### src/rtl/pcgbr_pkg.sv
package pcgbr_pkg;

   localparam logic [63:0] LCG_MULT = 64'd6364136223846793005;

   localparam logic [1:0] OP_SEED   = 2'd0;
   localparam logic [1:0] OP_DRAW32 = 2'd1;
   localparam logic [1:0] OP_DRAW64 = 2'd2;
   localparam logic [1:0] OP_UNUSED = 2'd3;

   localparam logic CSR_SEED_STATE    = 1'b0;
   localparam logic CSR_SEED_SEQUENCE = 1'b1;

   typedef enum logic [3:0] {
      ST_IDLE,
      ST_WORD,
      ST_MUL_ISSUE,
      ST_MUL_ACC,
      ST_ADV_END,
      ST_CHECK,
      ST_DIV_WAIT,
      ST_OUT
   } fsm_type;

   typedef struct packed {
      logic        done;
      logic [63:0] remainder;
   } div_result_type;

   // XSH-RR output function of the pre-advance state
   function automatic logic [31:0] xsh_rr(input logic [63:0] old);
      logic [31:0] mixed;
      logic [4:0]  rot;
      logic [63:0] dbl;
      logic [63:0] shifted;
      mixed   = 32'(((old >> 18) ^ old) >> 27);
      rot     = old[63:59];
      dbl     = {mixed, mixed};
      shifted = dbl >> rot;
      return shifted[31:0];
   endfunction

endpackage

### src/rtl/pcgbr_mod.sv
// Restoring remainder unit, one quotient bit per cycle.
module pcgbr_mod (
   input  logic                           clock,
   input  logic                           reset,
   input  logic                           start,
   input  logic [63:0]                    dividend,
   input  logic [63:0]                    divisor,
   output pcgbr_pkg::div_result_type      result
);

   logic        busy_ff, busy_in;
   logic [5:0]  cnt_ff, cnt_in;
   logic [63:0] rem_ff, rem_in;
   logic [63:0] dvd_ff, dvd_in;
   logic [63:0] dvs_ff, dvs_in;
   logic        done_ff, done_in;
   logic [64:0] trial;
   logic [64:0] diff;

   always_comb begin
      busy_in = busy_ff;
      cnt_in  = cnt_ff;
      rem_in  = rem_ff;
      dvd_in  = dvd_ff;
      dvs_in  = dvs_ff;
      done_in = 1'b0;
      trial   = {rem_ff, dvd_ff[63]};
      diff    = trial - {1'b0, dvs_ff};
      if (start) begin
         busy_in = 1'b1;
         cnt_in  = '0;
         rem_in  = '0;
         dvd_in  = dividend;
         dvs_in  = divisor;
      end else if (busy_ff) begin
         rem_in = diff[64] ? trial[63:0] : diff[63:0];
         dvd_in = {dvd_ff[62:0], 1'b0};
         cnt_in = cnt_ff + 6'd1;
         if (cnt_ff == 6'd63) begin
            busy_in = 1'b0;
            done_in = 1'b1;
         end
      end
   end

   always_ff @(posedge clock) begin
      if (reset) begin
         busy_ff <= 1'b0;
         done_ff <= 1'b0;
         cnt_ff  <= '0;
      end else begin
         busy_ff <= busy_in;
         done_ff <= done_in;
         cnt_ff  <= cnt_in;
      end
      rem_ff <= rem_in;
      dvd_ff <= dvd_in;
      dvs_ff <= dvs_in;
   end

   assign result.done      = done_ff;
   assign result.remainder = rem_ff;

endmodule

### config.mk
export PLATFORM = sky130hd
export DESIGN_NAME = pcgbr_mod
export DESIGN_NICKNAME = d
export VERILOG_FILES = /design/src/rtl/pcgbr_pkg.sv /design/src/rtl/pcgbr_mod.sv
export SDC_FILE = /design/constraint.sdc
export NUM_CORES = 1
export LEC_CHECK = 0
export ABC_CLOCK_PERIOD_IN_PS = 4200
export BUFFER_PORTS_ARGS = -buffer_cell sky130_fd_sc_hd__buf_2
export CORE_ASPECT_RATIO = 0.6
export CORE_UTILIZATION = 50
export CTS_CLUSTER_SIZE = 16
export DETAILED_ROUTE_END_ITERATION = 7
export PLACE_DENSITY_LB_ADDON = 0.3
export SKIP_LAST_GASP = 1
export SYNTH_ARGS = -nofsm -noshare
export SYNTH_HDL_FRONTEND = slang
export SYNTH_SLANG_ARGS = --single-unit
### constraint.sdc
create_clock -name clock -period 4.2 [get_ports clock]
set_clock_uncertainty 0.05 [all_clocks]
set_input_delay 0.84 -clock clock [delete_from_list [all_inputs] [get_ports clock]]
set_output_delay 0.84 -clock clock [all_outputs]
set_load 0.005 [all_outputs]
; After elaboration in Yosys (flattened, before gate mapping)
; Index checks and enable logic that the tools add are counted.
[op_classes]
add_sub_neg = 2
eq_ne = 1
muxes = 7
bitwise = 1
n_reduce_logical = 3
[op_table]
columns = operator, n
row1 = $mux 64, 3
row2 = $sub 65x64->65, 1
row3 = $add 6x1->6 const B, 1
row4 = $eq 6x6->1 const B, 1
row5 = $mux 1, 4
row6 = $reduce_or 3->1, 1
row7 = $reduce_bool 2->1, 1
row8 = $reduce_or 2->1, 1
row9 = $not 1->1, 1
[totals]
register_bits = 200
inputBits = 131
out_inout_bits = 65

; Depth between registers and ports, before layout
[depth]
word_depth = 4
depth_mapped = 16
ltp_nobuf = 13

; Worst setup path before layout
; OpenSTA, ideal clock, no wires.
[synth_timing]
path_type = reg-to-reg
start = register rem_ff[12]
end = register rem_ff[61]
setup_time_ps = 103
arrival_ps = 2930
slack_ps = 1117
path_stages_with_launch = 15
period_less_slack_ps = 3083
path_cell_list = dfxtp_1 -> ha_1 -> buf_6 -> a21oi_4 -> nor2_1 -> or4_4 -> o21ba_1 -> o21a_1 -> o41a_1 -> and3_1 -> buf_6 -> buf_6 -> nand3_2 -> mux2i_1 -> a2111oi_2
[synth_between]
elab_chain_len = 2
[synth_rtl]
columns = element, line_no
row1 = start: declaration, pcgbr_mod.sv:13  ; logic [63:0] rem_ff, rem_in;
row2 = start signal: assignment, pcgbr_mod.sv:56  ; rem_ff <= rem_in;
row3 = $sub 65x64->65, pcgbr_mod.sv:28  ; diff = trial - {1'b0, dvs_ff};
row4 = $mux 64, pcgbr_mod.sv:36  ; rem_in = diff[64] ? trial[63:0] : diff[63:0];
; Every way passes these cells.
; A chain may end at the register's enable or synchronous reset.

; Final worst setup path
[layout_timing]
start = register dvd_ff[63]
end = register rem_ff[58]
[layout_between]
elab_chain_len = 2
[layout_rtl]
columns = element, line_no
row1 = start: declaration, pcgbr_mod.sv:14  ; logic [63:0] dvd_ff, dvd_in;
row2 = start signal: assignment, pcgbr_mod.sv:57  ; dvd_ff <= dvd_in;
row3 = $sub 65x64->65, pcgbr_mod.sv:28
row4 = $mux 64, pcgbr_mod.sv:36
; Every way passes these cells.

==> results.py <==
metrics = {
    "timing": {
        "endpoints_failing_setup": 0,
        "final_hold_viol_count": 0,
        "final-max-slew-violation-count": 0,
        "max_clock_freq_ghz": 0.2602,
        "hold_slack_ns": 0.4374,
        "final_period_minus_worst_setup_slack_ns": 3.843,
        "worst_slew_pin_slew_ns": 0.8244,
        "setup_total_negative_slack_ns": 0,
        "worst_slew_margin_rel_pct": 45.04,
        "final_worst_slack_ns": 0.3570,
        "final_cycle_share_pct": 91.50,
        "grt_setup_unrepaired": "false",
    },
    "global_route": {
        "grt_overflow": 0,
        "use_met3_pct": 7.384,
        "global_route.usage.met1_pct": 39.51,
        "first_global_vias": 8887,
        "grt.total_usage_pct": 25.72,
        "grt_util_met2_pct": 34.98,
        "antenna_found_initial": 0,
        "grt_max_degree": 95,
        "global_route_wire_length_before_repair_um": 48920,
        "grt.busiest_layer": "met1",
    },
    "worst_setup_path": {
        "r2r_cells": 13,
        "cp_data_required_time_ns": 4.50,
        "cp.arrival_ns": 4.15,
        "endpoint_kind": "flip-flop",
        "setup.worst_path.end": "rem_ff[58]",
        "path_max_fanout": 4,
        "critical_path_class": "flip-flop to flip-flop",
        "critical_path.startpoint_type": "flip-flop",
        "reg2reg_from": "dvd_ff[63]",
        "regToRegSetupSlack_ns": 0.36,
        "destination_of_the_worst_register_to_register_timing_path": "rem_ff[58]",
        "critical_path.startpoint": "dvd_ff[63]",
    },
    "clock_network": {
        "numCtsBuffers": 17,
        "cts_max_path_bufs": 2,
        "clk_latency_ns": 0.46,
        "clock_tree_from_tritoncts": "built",
        "cts-hold-fix-buffers": 0,
        "cts_resized": 0,
        "cts_max_level": 4,
        "post_cts_buffers": 0,
        "cts_root_buf": "sky130_fd_sc_hd__clkbuf_16",
        "cts_sinks": 200,
        "clk_pin_slew_worst_setup_hold_paths_ns": 0.07,
    },
    "die": {
        "floorplan.core_area_mm2": 0.02330,
        "floorplan.io_pins": 196,
        "initial_core_util_pct": 51.29,
        "die_h_um": 121.7,
        "fp.dieW_um": 201.6,
        "fp.dieArea_mm2": 0.02454,
        "standard_cell_rows": 43,
    },
    "synthesis": {
        "synth.net_count": 1410,
        "ys.warnings.count": 0,
        "synth_top_area_share_pct": 32.17,
        "number_of_enable_flip_flop_cells_after_synthesis": 128,
        "asyncSetResetFlopFracSynth_pct": 0,
        "seq_area_frac_synth_pct": 44.23,
        "yosys-top-cells-count": "sky130_fd_sc_hd__edfxtp_1, sky130_fd_sc_hd__nor2_1, sky130_fd_sc_hd__a21oi_1",
        "synth.area.top_cells": "sky130_fd_sc_hd__edfxtp_1, sky130_fd_sc_hd__dfxtp_1, sky130_fd_sc_hd__ha_1",
        "synthesis.area_per_instance_um2": 9.851,
        "synth-seq-cells": 200,
        "syn_inst": 1213,
        "post-synth-top-count-cell": "sky130_fd_sc_hd__edfxtp_1",
        "synth.distinct_cells": 68,
        "synth.cell_area_mm2": 0.01195,
        "synth_area_leader_cell": "sky130_fd_sc_hd__edfxtp_1",
        "synth_top_flop_cell": "sky130_fd_sc_hd__edfxtp_1",
    },
    "placed_design": {
        "dp_worst_setup_slack_ns": 0.4868,
        "estimated_wirelength_of_the_detail_placed_design_um": 23200,
        "portBuffers": 195,
        "postPlaceCellArea_mm2": 0.01316,
        "place_congestion": 0.9807,
    },
    "layout": {
        "antenna_cells_inserted": 0,
        "finish.net_count": 1570,
        "flow.area_growth_from_synthesis_pct": 15.24,
        "drive_above_1_share_pct": 23.09,
        "design_area_mm2": 0.01377,
    },
    "power_and_ir_drop": {
        "power.density_cell_area_mw_per_mm2": 375.4,
        "leakage_nw": 5.914,
        "worst_vdd_drop_mv": 0.3037,
    },
    "job": {
        "max_cap_viol_count": 0,
    },
    "routing": {
        "routed_wirelength_um": 31040,
        "detail_route.first_pass.iterations": 5,
        "drt-vias-per-instance": 5.717,
        "drt_iter0_markers": 987,
        "drc": 0,
        "detailroute.via_count": 9725,
        "detail_route.wl_per_cell_um": 18.25,
        "ant_nets": 0,
    },
    "run_status": {
        "status": "complete, no violations",
    },
    "hold_path": {
        "min-delay-path-class": "flip-flop to flip-flop",
    },
}
-- cells in the final DEF, fill, tap and decap left out, types with 22 or more instances in the layout --
cell type / n
sky130_fd_sc_hd__a211oi_1: 51
sky130_fd_sc_hd__a21o_1: 38
sky130_fd_sc_hd__a21oi_1: 94
sky130_fd_sc_hd__buf_2: 194
sky130_fd_sc_hd__dfxtp_1: 71
sky130_fd_sc_hd__edfxtp_1: 128
sky130_fd_sc_hd__ha_1: 65
sky130_fd_sc_hd__inv_1: 90
sky130_fd_sc_hd__mux2_2: 63
sky130_fd_sc_hd__mux2i_1: 44
sky130_fd_sc_hd__nand2_1: 76
sky130_fd_sc_hd__nand4_1: 22
sky130_fd_sc_hd__nor2_1: 115
sky130_fd_sc_hd__o21ai_0: 46
sky130_fd_sc_hd__xnor2_1: 38
-- sequential cells by signal, summed over array words and instances, names as in the netlist --
register  count
busy_ff       1
cnt_ff        6
done_ff       1
dvd_ff       64
dvs_ff       64
rem_ff       64
-- area by class of cell --
| class | instances | area, um^2 |
|---|---|---|
| inverter | 91 | 341.6 |
| multi-input combinational | 852 | 6006 |
| sequential | 200 | 5289 |
| timing repair buffer | 211 | 1127 |
| clock inverter | 10 | 101.3 |
| tap | 315 | 394.1 |
| clock buffer | 22 | 510.5 |
| fill | 2012 | 9527 |
-- critical path, cell delays in order (launching register included) --
cell and delay (ns):
sky130_fd_sc_hd__edfxtp_1 0.33, sky130_fd_sc_hd__inv_1 0.05, sky130_fd_sc_hd__ha_1 0.22, sky130_fd_sc_hd__fa_1 0.39, sky130_fd_sc_hd__nand2b_1 0.20, sky130_fd_sc_hd__a21o_1 0.18, sky130_fd_sc_hd__a21oi_1 0.24, sky130_fd_sc_hd__o41ai_1 0.17
sky130_fd_sc_hd__a21oi_1 0.29, sky130_fd_sc_hd__a21oi_2 0.17, sky130_fd_sc_hd__o31ai_1 0.71, sky130_fd_sc_hd__a21oi_1 0.18, sky130_fd_sc_hd__or3_1 0.33, sky130_fd_sc_hd__a311oi_1 0.23
-- logic make-up (layout without fill, tap and decap cells) --
family | after synthesis | in the layout | share of synthesized area [%]
AOI/OAI and AO/OA | 327 | 327 | 18.01
and+or+nand+nor | 293 | 293 | 11.32
DFF | 200 | 200 | 44.23
buffers and inverters | 161 | 334 | 5.518
muxes | 107 | 107 | 9.623
adders and majority gates | 66 | 66 | 6.974
xor gates and xnor gates | 59 | 59 | 4.325
-- how the worst min path moves through the flow --
stage | startpoint | end | slack, ns | depth (start not counted)
after global routing | cnt_ff[5] | cnt_ff[5] | 0.46 | 2
after detailed placement | cnt_ff[5] | cnt_ff[5] | 0.43 | 2
after floorplan | cnt_ff[5] | cnt_ff[5] | 0.40 | 2
after CTS | cnt_ff[5] | cnt_ff[5] | 0.44 | 2
after global placement | cnt_ff[5] | cnt_ff[5] | 0.42 | 2
final | cnt_ff[5] | cnt_ff[5] | 0.44 | 2
-- routing by layer --
metal  share of wire, %  up-vias
met3                8.1       34
li1                   -     4754
met4                1.3        0
met1                 51     4571
met2                 40      366
met5                  0        -
-- per-stage QoR --
| step | total power [W] | instances | utilization, % |
|---|---|---|---|
| floorplan | 0.003133 | 1213 | - |
| global placement | 0.003472 | 1669 | 56.48 |
| detailed placement | 0.003479 | 1669 | 56.48 |
| finish | 0.005170 | 1701 | 59.11 |
| global route | 0.005409 | 1701 | 59.11 |
| CTS | 0.005193 | 1701 | 59.11 |
-- power breakdown --
group | switching, W | internal (W)
clock | 0.000773 | 0.000937
combinational | 0.000646 | 0.000460
sequential | 0.0000852 | 0.00227
total | 0.00150 | 0.00367
No activity file was read; power rests on OpenSTA's default activity.
